File: src/dtia_pkg.sv
`default_nettype none
// ----------------------------------------------------------------------------
// dtia_pkg
// Shared types and constants for the dual timer interrupt adapter.
// ----------------------------------------------------------------------------
package dtia_pkg;

  // Command codes carried by each input item.
  typedef enum logic [1:0] {
    CMD_TICK  = 2'd0,
    CMD_READ  = 2'd1,
    CMD_WRITE = 2'd2,
    CMD_NONE  = 2'd3
  } cmd_t;

  // Register addresses.
  localparam logic [3:0] ADDR_PRA  = 4'd0;
  localparam logic [3:0] ADDR_PRB  = 4'd1;
  localparam logic [3:0] ADDR_DDRA = 4'd2;
  localparam logic [3:0] ADDR_DDRB = 4'd3;
  localparam logic [3:0] ADDR_TALO = 4'd4;
  localparam logic [3:0] ADDR_TAHI = 4'd5;
  localparam logic [3:0] ADDR_TBLO = 4'd6;
  localparam logic [3:0] ADDR_TBHI = 4'd7;
  localparam logic [3:0] ADDR_ICR  = 4'd13;
  localparam logic [3:0] ADDR_CRA  = 4'd14;
  localparam logic [3:0] ADDR_CRB  = 4'd15;

  // Stage bit positions in the delay pipeline.
  localparam int CA0 = 0;
  localparam int CA1 = 1;
  localparam int CA2 = 2;
  localparam int CA3 = 3;
  localparam int CB0 = 4;
  localparam int CB1 = 5;
  localparam int CB2 = 6;
  localparam int CB3 = 7;
  localparam int LA0 = 8;
  localparam int LA1 = 9;
  localparam int LA2 = 10;
  localparam int LB0 = 11;
  localparam int LB1 = 12;
  localparam int LB2 = 13;
  localparam int P6L0 = 14;
  localparam int P6L1 = 15;
  localparam int P7L0 = 16;
  localparam int P7L1 = 17;
  localparam int I0 = 18;
  localparam int I1 = 19;
  localparam int OSA = 20;
  localparam int OSB = 21;

  localparam int STAGE_W = 22;
  localparam logic [STAGE_W-1:0] STAGE_KEEP = 22'h0AB6EE;

  // Control bit patterns.
  localparam logic [7:0] RUN_MASK_A = 8'h21;
  localparam logic [7:0] RUN_MASK_B = 8'h61;
  localparam logic [7:0] CASCADE_A = 8'h41;
  localparam logic [7:0] CASCADE_GATED = 8'h61;

  // Complete adapter state.
  typedef struct packed {
    logic [15:0]        count_a;
    logic [15:0]        reload_a;
    logic [15:0]        count_b;
    logic [15:0]        reload_b;
    logic [7:0]         control_a;
    logic [7:0]         control_b;
    logic [STAGE_W-1:0] stage_bits;
    logic [3:0]         feed_bits;
    logic [4:0]         int_status;
    logic [4:0]         int_mask;
    logic               line_high;
    logic [1:0]         pin_mode;
    logic [1:0]         pin_level;
    logic [1:0]         toggle_bits;
    logic [7:0]         latch_a;
    logic [7:0]         latch_b;
    logic [7:0]         dir_a;
    logic [7:0]         dir_b;
  } state_t;

  // State after reset: reload latches all ones, line released, rest zero.
  localparam state_t STATE_RESET = {16'h0000, 16'hFFFF, 16'h0000, 16'hFFFF,
                                    8'h00, 8'h00, {STAGE_W{1'b0}}, 4'h0,
                                    5'h00, 5'h00, 1'b1, 2'b00, 2'b00, 2'b00,
                                    8'h00, 8'h00, 8'h00, 8'h00};

  // Fields of one result item.
  typedef struct packed {
    logic [7:0] read_data;
    logic       irq_n;
    logic [7:0] port_a_drive;
    logic [7:0] port_b_drive;
    logic       underflow_a;
    logic       underflow_b;
  } result_t;

  // Port B value with the timer outputs on bits six and seven.
  function automatic logic [7:0] port_b_value(input state_t s);
    logic [7:0] mode;
    logic [7:0] lvl;
    logic [7:0] base;
    mode = {s.pin_mode, 6'd0};
    lvl  = {s.pin_level, 6'd0};
    base = s.latch_b | ~s.dir_b;
    return (base & ~mode) | (lvl & mode);
  endfunction

endpackage
`default_nettype wire

File: src/dtia_step.sv
`default_nettype none
// ----------------------------------------------------------------------------
// dtia_step
// Next-state and result logic for one tick, read or write item.
// ----------------------------------------------------------------------------
module dtia_step (
  input  wire dtia_pkg::state_t  cur,
  input  wire logic [1:0]        command,
  input  wire logic [3:0]        address,
  input  wire logic [7:0]        write_data,
  input  wire logic              count_pin,
  input  wire logic [7:0]        port_a_pins,
  input  wire logic [7:0]        port_b_pins,
  output dtia_pkg::state_t       nxt,
  output dtia_pkg::result_t      res
);
  import dtia_pkg::*;

  // Feed bits spread onto their stage positions.
  function automatic logic [STAGE_W-1:0] feed_expand(input logic [3:0] f);
    logic [STAGE_W-1:0] e;
    e = '0;
    e[CA0] = f[0];
    e[CB0] = f[1];
    e[OSA] = f[2];
    e[OSB] = f[3];
    return e;
  endfunction

  // Control register write for timer A (which=0) or B (which=1).
  function automatic state_t write_control(input state_t s, input logic which,
                                           input logic [7:0] v);
    state_t o;
    logic [7:0] rmask;
    logic [7:0] ctl;
    logic       low1;
    o = s;
    rmask = which ? RUN_MASK_B : RUN_MASK_A;
    ctl = which ? s.control_b : s.control_a;
    low1 = which ? s.stage_bits[P7L1] : s.stage_bits[P6L1];
    if ((v & rmask) == 8'h01) begin
      o.stage_bits[which ? CB0 : CA0] = 1'b1;
      o.stage_bits[which ? CB1 : CA1] = 1'b1;
      o.feed_bits[which] = 1'b1;
    end else begin
      o.stage_bits[which ? CB0 : CA0] = 1'b0;
      o.stage_bits[which ? CB1 : CA1] = 1'b0;
      o.feed_bits[which] = 1'b0;
    end
    o.feed_bits[{1'b1, which}] = v[3];
    if (v[4]) begin
      o.stage_bits[which ? LB0 : LA0] = 1'b1;
    end
    if (v[0] && !ctl[0]) begin
      o.toggle_bits[which] = 1'b1;
    end
    if (!v[1]) begin
      o.pin_mode[which] = 1'b0;
    end else begin
      o.pin_mode[which] = 1'b1;
      if (!v[2]) begin
        o.pin_level[which] = low1;
      end else begin
        o.pin_level[which] = o.toggle_bits[which];
      end
    end
    if (which) begin
      o.control_b = v;
    end else begin
      o.control_a = v;
    end
    return o;
  endfunction

  state_t t;
  state_t w;
  state_t r;
  logic [7:0] rd;
  logic ua;
  logic ub;
  logic [15:0] ca_dec;
  logic [15:0] cb_dec;

  // Tick: counters, underflows, pin outputs and interrupt delay.
  always_comb begin
    t = cur;
    ca_dec = cur.count_a - 16'd1;
    if (t.stage_bits[CA3]) begin
      t.count_a = ca_dec;
    end
    ua = (t.count_a == 16'd0) && t.stage_bits[CA2];
    if (ua) begin
      if ((t.stage_bits[OSA] | t.feed_bits[2]) != 1'b0) begin
        t.control_a[0] = 1'b0;
        t.stage_bits[CA2] = 1'b0;
        t.stage_bits[CA1] = 1'b0;
        t.stage_bits[CA0] = 1'b0;
        t.feed_bits[0] = 1'b0;
      end
      if (((t.control_b & RUN_MASK_B) == CASCADE_A) ||
          (((t.control_b & RUN_MASK_B) == CASCADE_GATED) && count_pin)) begin
        t.stage_bits[CB1] = 1'b1;
      end
      t.stage_bits[LA1] = 1'b1;
    end
    if (t.stage_bits[LA1]) begin
      t.count_a = t.reload_a;
    end
    cb_dec = cur.count_b - 16'd1;
    if (t.stage_bits[CB3]) begin
      t.count_b = cb_dec;
    end
    ub = (t.count_b == 16'd0) && t.stage_bits[CB2];
    if (ub) begin
      if ((t.stage_bits[OSB] | t.feed_bits[3]) != 1'b0) begin
        t.control_b[0] = 1'b0;
        t.stage_bits[CB2] = 1'b0;
        t.stage_bits[CB1] = 1'b0;
        t.stage_bits[CB0] = 1'b0;
        t.feed_bits[1] = 1'b0;
      end
      t.stage_bits[LB1] = 1'b1;
    end
    if (t.stage_bits[LB1]) begin
      t.count_b = t.reload_b;
    end
    if (ua) begin
      t.toggle_bits[0] = ~t.toggle_bits[0];
      if (t.control_a[1]) begin
        if (!t.control_a[2]) begin
          t.pin_level[0] = 1'b1;
          t.stage_bits[P6L0] = 1'b1;
          t.stage_bits[P6L1] = 1'b0;
        end else begin
          t.pin_level[0] = t.toggle_bits[0];
        end
      end
    end
    if (ub) begin
      t.toggle_bits[1] = ~t.toggle_bits[1];
      if (t.control_b[1]) begin
        if (!t.control_b[2]) begin
          t.pin_level[1] = 1'b1;
          t.stage_bits[P7L0] = 1'b1;
          t.stage_bits[P7L1] = 1'b0;
        end else begin
          t.pin_level[1] = t.toggle_bits[1];
        end
      end
    end
    if (t.stage_bits[P6L1]) begin
      t.pin_level[0] = 1'b0;
    end
    if (t.stage_bits[P7L1]) begin
      t.pin_level[1] = 1'b0;
    end
    if (t.stage_bits[I1]) begin
      t.line_high = 1'b0;
    end
    if (ua) begin
      t.int_status[0] = 1'b1;
    end
    if (ub) begin
      t.int_status[1] = 1'b1;
    end
    if ((ua && t.int_mask[0]) || (ub && t.int_mask[1])) begin
      t.stage_bits[I0] = 1'b1;
    end
    t.stage_bits = ({t.stage_bits[STAGE_W-2:0], 1'b0} & STAGE_KEEP) |
                   feed_expand(t.feed_bits);
  end

  // Register read, including the clear-on-read status register.
  always_comb begin
    r = cur;
    rd = 8'd0;
    case (address)
      ADDR_PRA:  rd = (cur.latch_a | ~cur.dir_a) & port_a_pins;
      ADDR_PRB:  rd = port_b_value(cur) & port_b_pins;
      ADDR_DDRA: rd = cur.dir_a;
      ADDR_DDRB: rd = cur.dir_b;
      ADDR_TALO: rd = cur.count_a[7:0];
      ADDR_TAHI: rd = cur.count_a[15:8];
      ADDR_TBLO: rd = cur.count_b[7:0];
      ADDR_TBHI: rd = cur.count_b[15:8];
      ADDR_ICR: begin
        rd = {~cur.line_high, 2'b00, cur.int_status};
        r.line_high = 1'b1;
        r.stage_bits[I0] = 1'b0;
        r.stage_bits[I1] = 1'b0;
        r.int_status = 5'd0;
      end
      ADDR_CRA:  rd = cur.control_a & 8'hEF;
      ADDR_CRB:  rd = cur.control_b & 8'hEF;
      default:   rd = 8'd0;
    endcase
  end

  // Register write.
  always_comb begin
    w = cur;
    case (address)
      ADDR_PRA:  w.latch_a = write_data;
      ADDR_PRB:  w.latch_b = write_data;
      ADDR_DDRA: w.dir_a = write_data;
      ADDR_DDRB: w.dir_b = write_data;
      ADDR_TALO: begin
        w.reload_a[7:0] = write_data;
        if (cur.stage_bits[LA2]) begin
          w.count_a[7:0] = write_data;
        end
      end
      ADDR_TAHI: begin
        w.reload_a[15:8] = write_data;
        if (!cur.control_a[0]) begin
          w.stage_bits[LA0] = 1'b1;
        end
        if (cur.stage_bits[LA2]) begin
          w.count_a[15:8] = write_data;
        end
      end
      ADDR_TBLO: begin
        w.reload_b[7:0] = write_data;
        if (cur.stage_bits[LB2]) begin
          w.count_b[7:0] = write_data;
        end
      end
      ADDR_TBHI: begin
        w.reload_b[15:8] = write_data;
        if (!cur.control_b[0]) begin
          w.stage_bits[LB0] = 1'b1;
        end
        if (cur.stage_bits[LB2]) begin
          w.count_b[15:8] = write_data;
        end
      end
      ADDR_ICR: begin
        if (write_data[7]) begin
          w.int_mask = cur.int_mask | write_data[4:0];
        end else begin
          w.int_mask = cur.int_mask & ~write_data[4:0];
        end
        if (((w.int_mask & cur.int_status) != 5'd0) && cur.line_high) begin
          w.stage_bits[I0] = 1'b1;
        end
      end
      ADDR_CRA:  w = write_control(cur, 1'b0, write_data);
      ADDR_CRB:  w = write_control(cur, 1'b1, write_data);
      default:   w = cur;
    endcase
  end

  // Select by command and form the result item.
  always_comb begin
    nxt = cur;
    res.read_data = 8'd0;
    res.underflow_a = 1'b0;
    res.underflow_b = 1'b0;
    case (cmd_t'(command))
      CMD_TICK: begin
        nxt = t;
        res.underflow_a = ua;
        res.underflow_b = ub;
      end
      CMD_READ: begin
        nxt = r;
        res.read_data = rd;
      end
      CMD_WRITE: nxt = w;
      default:   nxt = cur;
    endcase
    res.irq_n = nxt.line_high;
    res.port_a_drive = nxt.latch_a | ~nxt.dir_a;
    res.port_b_drive = port_b_value(nxt);
  end

endmodule
`default_nettype wire

File: src/dual_timer_interrupt_adapter_core.sv
`default_nettype none
// ----------------------------------------------------------------------------
// dual_timer_interrupt_adapter_core
// Two cascadable 16-bit timers with interrupt logic and two 8-bit ports.
// ----------------------------------------------------------------------------
//  Channel   Handshake            Payload
//  input     in_valid/in_ready    command, address, write_data, count_pin,
//                                 port_a_pins, port_b_pins
//  output    out_valid/out_ready  read_data, irq_n, port_a_drive,
//                                 port_b_drive, underflow_a, underflow_b
//
//  Each item updates the state in the cycle it is accepted; its result is
//  registered and visible in the cycle after. One item per cycle is sustained while each result is taken.
//  While a result waits, a new item is still taken if the result leaves
//  in the same cycle; the single result register sets this limit.
//  Reset (rst, synchronous) restores every timer, latch and port register.
// ----------------------------------------------------------------------------
module dual_timer_interrupt_adapter_core (
  input  wire logic       clk,
  input  wire logic       rst,
  input  wire logic       in_valid,
  output logic            in_ready,
  input  wire logic [1:0] command,
  input  wire logic [3:0] address,
  input  wire logic [7:0] write_data,
  input  wire logic       count_pin,
  input  wire logic [7:0] port_a_pins,
  input  wire logic [7:0] port_b_pins,
  output logic            out_valid,
  input  wire logic       out_ready,
  output logic [7:0]      read_data,
  output logic            irq_n,
  output logic [7:0]      port_a_drive,
  output logic [7:0]      port_b_drive,
  output logic            underflow_a,
  output logic            underflow_b
);
  import dtia_pkg::*;

  state_t  state;
  state_t  state_next;
  result_t res_next;
  result_t res;
  logic    accept;

  assign in_ready = !out_valid || out_ready;
  assign accept = in_valid && in_ready;

  dtia_step u_step (
    .cur         (state),
    .command     (command),
    .address     (address),
    .write_data  (write_data),
    .count_pin   (count_pin),
    .port_a_pins (port_a_pins),
    .port_b_pins (port_b_pins),
    .nxt         (state_next),
    .res         (res_next)
  );

  // Adapter state.
  always_ff @(posedge clk) begin
    if (rst) begin
      state <= STATE_RESET;
    end else if (accept) begin
      state <= state_next;
    end
  end

  // Result register.
  always_ff @(posedge clk) begin
    if (rst) begin
      out_valid <= 1'b0;
    end else if (accept) begin
      out_valid <= 1'b1;
    end else if (out_ready) begin
      out_valid <= 1'b0;
    end
  end

  always_ff @(posedge clk) begin
    if (accept) begin
      res <= res_next;
    end
  end

  assign read_data    = res.read_data;
  assign irq_n        = res.irq_n;
  assign port_a_drive = res.port_a_drive;
  assign port_b_drive = res.port_b_drive;
  assign underflow_a  = res.underflow_a;
  assign underflow_b  = res.underflow_b;

  // A non-tick item never reports an underflow.
  assert property (@(posedge clk) disable iff (rst)
    accept && command != CMD_TICK |=> !underflow_a && !underflow_b)
    else $error("underflow reported on non-tick item");

  // Only a read item returns nonzero data.
  assert property (@(posedge clk) disable iff (rst)
    accept && command != CMD_READ |=> read_data == 8'd0)
    else $error("read data on non-read item");

  // A status read always releases the interrupt line.
  assert property (@(posedge clk) disable iff (rst)
    accept && command == CMD_READ && address == ADDR_ICR |=> irq_n)
    else $error("status read left line asserted");

  // The state holds while no item is accepted.
  assert property (@(posedge clk) disable iff (rst)
    !accept |=> $stable(state))
    else $error("state changed without an item");

endmodule
`default_nettype wire

File: config.mk
export PLATFORM = sky130hd
export DESIGN_NAME = dual_timer_interrupt_adapter_core
export DESIGN_NICKNAME = d
export VERILOG_FILES = /design/src/dtia_pkg.sv /design/src/dtia_step.sv /design/src/dual_timer_interrupt_adapter_core.sv
export SDC_FILE = /design/constraint.sdc
export NUM_CORES = 1
export LEC_CHECK = 0
export ABC_AREA = 1
export BUFFER_PORTS_ARGS = -buffer_cell sky130_fd_sc_hd__buf_2
export CORE_MARGIN = 5
export CORE_UTILIZATION = 35
export DETAILED_ROUTE_END_ITERATION = 10
export HOLD_SLACK_MARGIN = 0.02
export MAX_ROUTING_LAYER = met4
export PLACE_DENSITY_LB_ADDON = 0.15
export SETUP_SLACK_MARGIN = 0.4
export SLEW_MARGIN = 20
export SYNTH_ARGS = -nofsm -noshare
export SYNTH_HDL_FRONTEND = slang
export SYNTH_SLANG_ARGS = --single-unit
File: constraint.sdc
create_clock -name clk -period 3.5 [get_ports clk]
set_input_delay 0.7 -clock clk [delete_from_list [all_inputs] [get_ports clk]]
set_output_delay 0.7 -clock clk [all_outputs]
set_load 0.01 [all_outputs]
## Word-level counts from Yosys, hierarchy flattened

Index checks and enable logic that the tools add are counted.

- Bits in registers: 183
- Bits in latches: 0
- Bits in writable memories: 0
- Bits in read-only memories: 0
- Bits of input ports: 35
- Output and inout port bits: 29
- Word-level logic and storage cells: 251
- Memories kept: 0

- Add/subtract/negate cells: 2
- Multiply operators: 0
- Divide/modulo/power cells: 0
- Order comparisons: 0
- Eq/ne operators: 39
- Shift-type cells: 0
- Mux-type cells: 85
- Bitwise gates (word level): 33
- Reduce and logical (&&, ||, !) cells: 49

Operators by type and width:

| kind | number |
|---|---|
| one-hot mux 155 bit (3 select lines) | 1 |
| two-way mux 8 bit | 14 |
| one-hot mux 8 bit (11 select lines) | 1 |
| AND reduction 5 bit | 15 |
| two-way mux 16 bit | 4 |
| AND 8 bit | 6 |
| inverter 8 bit | 6 |
| bitwise OR 8 bit | 6 |
| two-way mux 1 bit | 43 |
| one-hot mux 19 bit (2 select lines) | 1 |
| AND reduction 6 bit | 6 |
| zero test 16 bit | 2 |
| subtractor 16 x 1 -> 16 bit (second input constant) | 2 |
| one-hot mux 15 bit (2 select lines) | 1 |
| != test 2 bit (second input constant) | 12 |
| bitwise OR 20 x 22 -> 22 bit | 1 |
| two-way mux 5 bit | 4 |
| two-way mux 2 bit | 9 |
| != test 3 bit (second input constant) | 6 |
| equality test 4 x 3 -> 1 bit (second input constant) | 4 |
| AND reduction 7 bit | 2 |
| equality test 4 bit (second input constant) | 3 |
| two-way mux 3 bit | 4 |
| one-hot mux 6 bit (2 select lines) | 1 |
| 22 further kinds | 54 |

## Logic depth before layout (Yosys ltp)

Gate-level depths: netlist of the first run.

- Depth after elaboration: 14
- Gate-level depth with buffers: 19
- Depth with buffers taken out: 19

## By module

Synthesis of the first run repeated with hierarchy kept, for this count alone.

- Cells, all modules: 2059
- Area, all modules: 12737.2 µm²

By module, submodules not included:

| module | times used | cells an instance | area each (µm²) | seq. area each (µm²) |
|---|---|---|---|---|
| dual_timer_interrupt_adapter_core | 1 | 979 | 7500.9 | 3933.8 |
| dtia_step | 1 | 1080 | 5236.3 | 0.0 |

## Worst setup path before layout of the first run

OpenSTA, ideal clock, no wires.

- Path type: input-to-reg
- Start: input out_ready
- End: register res (netlist bit irq_n) (enable)
- Library setup time: 0.402 ns
- Arrival time: 2.297 ns
- Required time: 3.098 ns
- Slack: 0.801 ns
- Cell stages on the path: 6
- Buffers on the path: 2
- Cell sequence: inv_1 > nand2_1 > nand2_1 > inv_1 > clkbuf_1 > clkbuf_1

- Word-level cells in the longest chain between the ends: 2

RTL lines:

| element | line | text |
|---|---|---|
| start: declaration | dual_timer_interrupt_adapter_core.sv:30 | `input wire logic out_ready,` |
| logical OR 1 bit | dual_timer_interrupt_adapter_core.sv:46 | `assign in_ready = !out_valid \|\| out_ready;` |
| via in_ready | dual_timer_interrupt_adapter_core.sv:22 | `output logic in_ready,` |
| logical AND 1 bit | dual_timer_interrupt_adapter_core.sv:47 | `assign accept = in_valid && in_ready;` |
| via accept | dual_timer_interrupt_adapter_core.sv:44 | `logic accept;` |
| end signal: assignment | dual_timer_interrupt_adapter_core.sv:83 | `res <= res_next;` |
| end: declaration | dual_timer_interrupt_adapter_core.sv:43 | `result_t res;` |

The timed path passes the listed nets, and every way through them passes these cells.
A chain may end at the register's enable or synchronous reset.

## Worst setup path in the final report of the first run

- Start: register state[107] (netlist name)
- End: register state[118] (netlist name)

- Word-level cells in the longest chain between the ends: 7

RTL lines:

| element | line | text |
|---|---|---|
| start: declaration | dual_timer_interrupt_adapter_core.sv:40 | `state_t state;` |
| start signal: assignment | dual_timer_interrupt_adapter_core.sv:66 | `state <= state_next;` |
| subtractor 16 x 1 -> 16 bit | dtia_step.sv:109 | `cb_dec = cur.count_b - 16'd1;` |
| two-way mux 16 bit * | dtia_step.sv:110 | `if (t.stage_bits[CB3]) begin` |
| zero test 16 bit | dtia_step.sv:113 | `ub = (t.count_b == 16'd0) && t.stage_bits[CB2];` |
| logical AND 1 bit | dtia_step.sv:113 |  |
| two-way mux 1 bit | dtia_step.sv:114 | `if (ub) begin` |
| two-way mux 16 bit * | dtia_step.sv:124 | `if (t.stage_bits[LB1]) begin` |
| one-hot mux 155 bit (3 select lines) * | dtia_step.sv:259 | `case (cmd_t'(command))` |

Every way passes the cells marked *; elsewhere a longest branch is shown, timed or not. The select of a mux whose other input is x is not followed.

==> impl_metrics.toml, run 1 <==
[synthesis]
synth_edf_count = 27
synth_ff_type = "dfxtp_1"
syn-num-nets = 1358
ys_seq_area_share_pct = 39.2
async_reset_ff_share_pct = 0
ys_ff_latch = 167
syn_inst = 1321
yosysWarnings = 0
syn_area_um2 = 9230
yosysUniqueCellTypes = 48
syn_area_per_cell_um2 = 6.98

[global_route]
grt-ovfl-total = 0
antenna_found_initial = 1
grt_pass1_wl_um = 51500
grt_max_degree = 74
grt.total_usage_pct = 23.8
grt_pass1_vias = 8570

[placed_design]
place_congestion = 0.985
place_hpwl_um = 25400
post_dp_cell_area_um2 = 9920
io_buffer_count = 63
place_inst = 1692

[floorplanning]
dieArea_um2 = 29700
io_pins = 64
die_height_um = 172
die_w_um = 172
coreArea_um2 = 26000
core.rowCount = 59
initial_core_util_pct = 35.5

[route]
firstDrtPassIters = 8
num_vias = 9339
first_iter_violations = 979
wl_um = 34700
viasPerCell = 5.42
wire_per_inst_um = 20.1
drc_errors = 0
ant_nets = 0

[sta]
drv_slew = 0
clock.fmax_mhz = 370
hold_viol = 0
finalSetupViolCount = 0
skew_ns = 0.0111
max-slew-margin-rel_pct = 38.5
worst_pin_slew_ns = 0.919
setup_tns_ns = 0
holdWs_ns = 0.466
post-route-period-util_pct = 77.1
rsz0062_at_grt = "no"
fin_crit_ns = 2.70

[layout]
layout_commonest_cell = "nand2_1"
multi_input_area_um2 = 4600
stdcell_count = 1723
n_fill_cell = 2797
antennaDiodeCount = 0
areaGrowthSynthToFinish_pct = 13.9
layout-drive-gt1-share_pct = 15.1
mostFrequentLayoutCells = "nand2_1, inv_1, o21ai_0, dfxtp_1, nor2_1"
nNetsFinal = 1413
fin_area_um2 = 10500
layout.area.seq_um2 = 3610

[worst_setup_path]
reg2reg_slack_ns = 0.80
worst-path-buf-inv = 2
worstSetupPathType = "flop to flop"
crit_chain = "inv_1 > ha_1 > nand2_1 > nor2_4 > nand3_4 > o21ai_1 > nand2_1 > nor2_1 > nand3_1 > nor2_2 > nand2_4 > nand2_4 > buf_4 > o21ai_0 > nand2_1 > a21oi_1"
slowest_delay_ns = 0.33
reg2reg_to = "state[118]$_SDFFE_PP0P_"
worst_path_most_repeated_cell = "nand2_1"
r2r_cells = 16
cp.required_ns = 3.83
r2r_start = "state[107]$_SDFFE_PP0P_"
startpoint_type = "flop"
endpoint_kind = "flop"
crit_fanout = 26
critical-path-top-delay-family = "simple AND/OR/NAND/NOR gates"
crit_slowest_cell = "dfxtp_1"
cp.arrival_ns = 3.03

[clock_tree]
cts_setup_buffers = 0
clock-sinks = 167
cts_buffers = 17
cts_resized = 0
cts_buffer_depth = 2
cts_root_buf = "clkbuf_16"
htreeDepth = 4
path_clk_slew_ns = 0.07
insertion_delay_ns = 0.44
holdBufCountCts = 0
cts_tree = "yes"

[job]
drv_cap = 0

[hold_path]
hold_end = "state[61]$_SDFFE_PP0P_"
hold_depth = 2
hp-class = "flop to flop"
hp-start = "state[61]$_SDFFE_PP0P_"

[pwr]
power.density_nw_per_um2 = 447
peakVddDrop_v = 0.000277
power.leakage_uw = 0.00452

[run_status]
status = "finished clean"
-- cell families (layout without fill, tap and decap cells) --
family / after synthesis / after routing / synth area share [%]
AO/OA/AOI/OAI: 411 / 411 / 25.7
flip-flops: 167 / 167 / 39.2
adder cells (fa/ha/maj): 2 / 2 / 0.271
buffers and inverters: 256 / 323 / 11.0
AND/OR/NAND/NOR: 481 / 481 / 23.4
XOR/XNOR: 4 / 4 / 0.461
-- layer usage --
layer	part of all wire (%)	wire, um	up-vias	track usage (%)
met5	0	0	-	-
li1	-	-	4547	-
met3	6.5	2260	68	3.84
met4	3.2	1110	0	8.37
met2	45	15600	343	36.6
met1	45	15800	4381	31.8
-- Yosys cell counts, types with 6 or more instances --
| master | n | area (um^2) |
|---|---|---|
| a211oi_1 | 7 | 52.6 |
| a21oi_1 | 121 | 606 |
| a21oi_2 | 18 | 158 |
| a221oi_1 | 9 | 78.8 |
| a31oi_1 | 11 | 68.8 |
| buf_2 | 7 | 35.0 |
| clkbuf_1 | 37 | 139 |
| dfxtp_1 | 140 | 2800 |
| edfxtp_1 | 27 | 811 |
| inv_1 | 187 | 702 |
| inv_2 | 11 | 41.3 |
| nand2_1 | 230 | 863 |
| nand2_2 | 10 | 62.6 |
| nand3_1 | 60 | 300 |
| nand4_1 | 12 | 75.1 |
| nor2_1 | 124 | 465 |
| nor2_2 | 10 | 62.6 |
| nor2_4 | 10 | 113 |
| nor3_1 | 7 | 35.0 |
| o211ai_1 | 8 | 60.1 |
| o21ai_0 | 163 | 816 |
| o21ai_1 | 6 | 30.0 |
| o21ai_2 | 9 | 78.8 |
| o22ai_1 | 44 | 275 |
-- layout make-up --
class	instances	area share, %
Tap cell	335	3.99
Clock buffer	19	4.31
Clock inverter	12	1.32
Inverter	203	7.30
Timing Repair Buffer	89	4.98
Sequential cell	167	34.4
Multi-Input combinational cell	898	43.7
-- where the power goes --
part	switching [uW]	total [uW]	internal (uW)
clock	861	1960	1100
combinational	450	634	184
sequential	65.5	2100	2030
total	1380	4690	3320
-- worst min-delay path, cell delays in order (launching register included) --
cell     delay, ns
dfxtp_1       0.30
inv_1         0.06
a21oi_1       0.06
-- state kept, by name, summed over array words and instances, names as in the netlist --
signal,count
underflow_a,1
port_b_drive,8
irq_n,1
read_data,8
out_valid,1
state,139
underflow_b,1
port_a_drive,8
-- worst max path at each step --
stage | slack, ns | from | end | cells past startpoint
2_1_floorplan | 0.80 | out_ready | irq_n$_DFFE_PP_ | 6
3_3_place_gp | 0.49 | address[0] | state[85]$_SDFFE_PP0P_ | 10
3_5_place_dp | 0.56 | address[0] | state[84]$_SDFFE_PP0P_ | 11
4_1_cts | 0.82 | state[107]$_SDFFE_PP0P_ | state[118]$_SDFFE_PP0P_ | 16
5_1_grt | 0.53 | state[107]$_SDFFE_PP0P_ | state[118]$_SDFFE_PP0P_ | 16
6_report | 0.80 | state[107]$_SDFFE_PP0P_ | state[118]$_SDFFE_PP0P_ | 16
-- per-stage QoR --
step | util, % | total power [uW] | setup slack, ns
after floorplan | - | 2540 | 0.801
after global placement | 38.2 | 2770 | 0.492
after detailed placement | 38.2 | 2770 | 0.558
after CTS | 40.4 | 4700 | 0.823
after global routing | 40.4 | 4860 | 0.531
final | 40.4 | 4690 | 0.801
Note: power is estimated with default switching activity, not from simulation.
==> inputs of run 2 (changes only) <==
clock period = 2.2 ns   (was 3.5 ns; I/O delays follow)
==> impl_metrics.toml, run 2 (synthesized netlist as in run 1, its figures left out) <==
[floorplanning]
initial_core_util_pct = 35.5
die_height_um = 172
coreArea_um2 = 26000
io_pins = 64
dieArea_um2 = 29700
core.rowCount = 59
die_w_um = 172

[sta]
max-slew-margin-rel_pct = 61.4
drv_slew = 0
clock.fmax_mhz = 441
worst_slack_ns = -0.0666
hold_viol = 0
post-route-period-util_pct = 103
skew_ns = 0.0129
finalSetupViolCount = 30
holdWs_ns = 0.312
rsz0062_at_grt = "yes"
fin_crit_ns = 2.27
worst_pin_slew_ns = 0.579

[route]
num_vias = 10000
viasPerCell = 5.27
first_iter_violations = 807
wire_per_inst_um = 19.7
ant_nets = 0
drc_errors = 0
wl_um = 37400
firstDrtPassIters = 6

[layout]
multi_input_area_um2 = 5150
layout-drive-gt1-share_pct = 32.5
areaGrowthSynthToFinish_pct = 36.8
mostFrequentLayoutCells = "nand2_1, inv_1, buf_4, o21ai_0, dfxtp_1"
n_fill_cell = 2644
nNetsFinal = 1589
layout_commonest_cell = "nand2_1"
antennaDiodeCount = 0
largest_register_ffs = 139
layout.area.seq_um2 = 3620
regMostFlops = "state"
post-route-util_pct = 48.6
stdcell_count = 1900

[worst_setup_path]
crit_fanout = 3
slowest_delay_ns = 0.33
worst_path_most_repeated_cell = "nand2_2"
endpoint_kind = "flop"
crit_slowest_cell = "dfxtp_2"
worstSetupPathType = "flop to flop"
r2r_start = "state[108]$_SDFFE_PP0P_"
startpoint_type = "flop"
cp.required_ns = 2.59
critical_path.startpoint = "state[108]$_SDFFE_PP0P_"
cp.arrival_ns = 2.66
crit_chain = "buf_4 > nor2_2 > nand3_1 > nor2_2 > nand2_2 > o21ai_1 > nand2_2 > inv_1 > nand2_2 > nor2_4 > buf_6 > nand4_1 > nand2_1 > nand3_2 > buf_4 > nand3_1 > nand2_1 > inv_1"

[global_route]
grt-ovfl-total = 0
grt_pass1_wl_um = 56000
grt_max_degree = 74
grt.total_usage_pct = 25.8
antenna_found_initial = 0
grt_pass1_vias = 9505

[pwr]
power.density_nw_per_um2 = 616
peakVddDrop_v = 0.000550
power.leakage_uw = 0.00553

[clock_tree]
path_clk_slew_ns = 0.07
cts_buffer_depth = 2
cts_buffers = 17
holdBufCountCts = 0
cts_tree = "yes"
cts_root_buf = "clkbuf_16"
clock-sinks = 167
htreeDepth = 4
insertion_delay_ns = 0.45

[job]
drv_cap = 0

[placed_design]
io_buffer_count = 63
place_inst = 1830
place_congestion = 0.967
place_hpwl_um = 28000

[run_status]
violations = "setup timing"
status = "complete, but fails checks"

[hold_path]
hp-start = "out_ready"
hp-class = "input port to flop"
run 2: changes by cell type in the layout (fill, tap and decap cells not counted), moves of 9 or more:
cell / before / now
a21oi_1: 121 / 112
buf_4: 25 / 172
buf_6: 0 / 17
nand2_1: 230 / 193
nand2_2: 10 / 40
nand3_1: 60 / 40
nand3_2: 3 / 21
nor2_1: 124 / 99
nor2_2: 10 / 27
nor2_4: 10 / 19
o21ai_0: 163 / 149
run 2: path summary, 6_finish.rpt:
kind                                  to  slack [ns]  cells after the start
setup / recovery  state[35]$_SDFFE_PP0P_       -0.07                     18
hold / removal    out_valid$_SDFFE_PP0P_        0.31                      4
setup reg to reg  state[35]$_SDFFE_PP0P_       -0.07                     18
hold reg to reg   state[72]$_SDFFE_PP0P_        0.46                      2
run 2: final cells by class:
class / instances / share of cell area (%)
Clock buffer: 18 / 3.40
Clock inverter: 14 / 1.24
Inverter: 203 / 6.14
Multi-Input combinational cell: 899 / 40.8
Sequential cell: 167 / 28.7
Tap cell: 335 / 3.32
Timing Repair Buffer: 264 / 16.4
run 2: per-stage QoR:
| step | power [uW] | setup TNS (ns) | instance area (um^2) | setup slack (ns) |
|---|---|---|---|---|
| 2_1_floorplan | 4050 | 0 | 9320 | 0.141 |
| 3_3_place_gp | 4590 | -0.600 | 11100 | -0.0639 |
| 3_5_place_dp | 4590 | -1.05 | 11100 | -0.0909 |
| 4_1_cts | 7760 | -0.157 | 12200 | -0.0305 |
| 5_1_grt | 8090 | -6.73 | 12600 | -0.219 |
| 6_report | 7780 | -1.00 | 12600 | -0.0666 |
run 2: routing by layer:
metal	wire length [um]	vias to the layer above	global-route usage (%)
met5	0	-	-
met2	16900	398	39.7
met3	2840	74	4.55
li1	-	4884	-
met4	1550	0	10.5
met1	16200	4659	33.5
run 2: timing repair:
item / CTS / global route
endpoints found under the setup margin: 58 / 107
setup buffers: 22 / 11
pin swaps: 34 / 35
gates resized for setup: 72 / 87
cloned: 4 / 1
run 2: worst max-delay path: cells and delay by family, from the launching register on:
| kind | cells | cell delay, ns |
|---|---|---|
| AND/OR/NAND/NOR | 12 | 1.19 |
| flip-flops | 1 | 0.33 |
| buffers and inverters | 5 | 0.54 |
| AO/OA/AOI/OAI | 1 | 0.15 |
run 2: where the power goes:
part	switching (uW)	internal, uW	leakage [uW]	total, uW
registers	88.8	3240	0.00139	3320
clock network	1490	1620	0.000284	3110
logic	843	506	0.00386	1350
total	2420	5360	0.00553	7780
==> inputs of run 3 (changes only) <==
CELL_PAD_IN_SITES_DETAIL_PLACEMENT = 0   (was not set)
CELL_PAD_IN_SITES_GLOBAL_PLACEMENT = 1   (was not set)
CORE_MARGIN = 4   (was 5)
==> impl_metrics.toml, run 3 (synthesized netlist as in run 1, its figures left out) <==
[placed_design]
io_buffer_count = 63
place_congestion = 0.975
dp_slack_ns = -0.196
place_hpwl_um = 28800
place_inst = 1842

[layout]
nNetsFinal = 1590
areaGrowthSynthToFinish_pct = 39.0
layout_commonest_cell = "nand2_1"
stdcell_count = 1901
post-route-util_pct = 49.4
layout-drive-gt1-share_pct = 33.7
regMostFlops = "state"
antennaDiodeCount = 0
largest_register_ffs = 139
mostFrequentLayoutCells = "nand2_1, inv_1, buf_4, o21ai_0, dfxtp_1"

[worst_setup_path]
startpoint_type = "flop"
crit_chain = "inv_2 > ha_4 > nand2_4 > nor2_4 > nand3_4 > o21ai_2 > nand2_1 > nor2_2 > nand3_2 > nor2_4 > nand2_4 > nand2_8 > buf_12 > a21oi_2 > o21ai_2 > a21oi_2"
critical-path-top-delay-family = "simple AND/OR/NAND/NOR gates"
crit_slowest_cell = "dfxtp_2"
worst-path-buf-inv = 2
endpoint_kind = "flop"
slowest_delay_ns = 0.32
cp.required_ns = 2.53
crit_fanout = 8
worstSetupPathType = "flop to flop"
cp.arrival_ns = 2.63

[pwr]
power.leakage_uw = 0.00562
power.density_nw_per_um2 = 624
peakVddDrop_v = 0.000456

[clock_tree]
cts_root_buf = "clkbuf_16"
cts_tree = "yes"
insertion_delay_ns = 0.45
htreeDepth = 4
path_clk_slew_ns = 0.08
holdBufCountCts = 0
cts_buffers = 17
cts_buffer_depth = 2
clock-sinks = 167

[sta]
worst_pin_slew_ns = 0.760
skew_ns = 0.0130
hold_viol = 0
clock.fmax_mhz = 434
fin_crit_ns = 2.30
finalSetupViolCount = 30
post-route-period-util_pct = 105
drv_slew = 0
worst_slack_ns = -0.103
setup_tns_ns = -1.76
rsz0062_at_grt = "yes"
max-slew-margin-rel_pct = 49.4

[floorplanning]
die_height_um = 170
io_pins = 64
initial_core_util_pct = 35.5
die_w_um = 170
core.rowCount = 59
dieArea_um2 = 29000
coreArea_um2 = 26000

[run_status]
violations = "setup timing"
status = "complete, but fails checks"

[route]
ant_nets = 0
num_vias = 10100
wire_per_inst_um = 20.3
viasPerCell = 5.33
wl_um = 38600
first_iter_violations = 895
drc_errors = 0
firstDrtPassIters = 6

[global_route]
grt-ovfl-total = 0
grt_pass1_wl_um = 57100
antenna_found_initial = 0
grt_max_degree = 72
grt.total_usage_pct = 26.8
grt_pass1_vias = 9508

[hold_path]
hp-class = "input port to flop"

[job]
drv_cap = 0
## run 3: report_power, final
group	leakage (uW)	total [uW]	switching [uW]	internal, uW
logic	0.00392	1400	877	523
clock network	0.000307	3270	1520	1750
registers	0.00139	3320	89.8	3230
total	0.00562	8000	2490	5510
## run 3: worst register-to-register path: stages (launching register included)
cell     delay (ns)
dfxtp_2        0.32
inv_2          0.07
ha_4           0.15
nand2_4        0.06
nor2_4         0.15
nand3_4        0.13
o21ai_2        0.14
nand2_1        0.09
nor2_2         0.12
nand3_2        0.10
nor2_4         0.20
nand2_4        0.13
nand2_8        0.15
buf_12         0.17
a21oi_2        0.06
o21ai_2        0.09
a21oi_2        0.07
## run 3: worst paths after layout
kind                                start                       to  slack (ns)  cells after the start
setup / recovery  state[108]$_SDFFE_PP0P_  state[110]$_SDFFE_PP0P_       -0.10                     16
setup reg to reg  state[108]$_SDFFE_PP0P_  state[110]$_SDFFE_PP0P_       -0.10                     16
hold reg to reg    state[64]$_SDFFE_PP0P_   state[64]$_SDFFE_PP0P_        0.46                      2
hold / removal                  out_ready   out_valid$_SDFFE_PP0P_        0.30                      4
## run 3: layout make-up
cell class / count / area (um^2)
well taps: 335 / 419
multi-input cells: 900 / 5300
repair buffers: 263 / 2070
inverters: 203 / 781
clock inverters: 15 / 196
fillers: 2647 / 13200
repair inverters: 1 / 11.3
clock buffers: 17 / 425
flip-flops and latches: 167 / 3630
## run 3: what timing repair did
action | 4_1_cts | 5_1_grt
setup endpoints to repair | 56 | 99
setup buffers | 16 | 6
gates cloned | 3 | 2
pin swaps | 31 | 34
resized for setup | 107 | 99
## run 3: per-stage QoR
stage          total power [uW]  cell area (um^2)  hold WS [ns]
2_1_floorplan              4050              9320         0.437
3_3_place_gp               4640             11200         0.443
3_5_place_dp               4630             11200         0.453
4_1_cts                    7950             12400         0.294
5_1_grt                    8290             12800         0.356
6_report                   8000             12800         0.297
## run 3: metal layers
metal	routed length (um)	vias up	track usage (%)
met5	0	-	-
met4	1520	0	11.2
met3	2460	72	4.23
met2	17400	341	40.1
met1	17200	4815	36.0
li1	-	4900	-
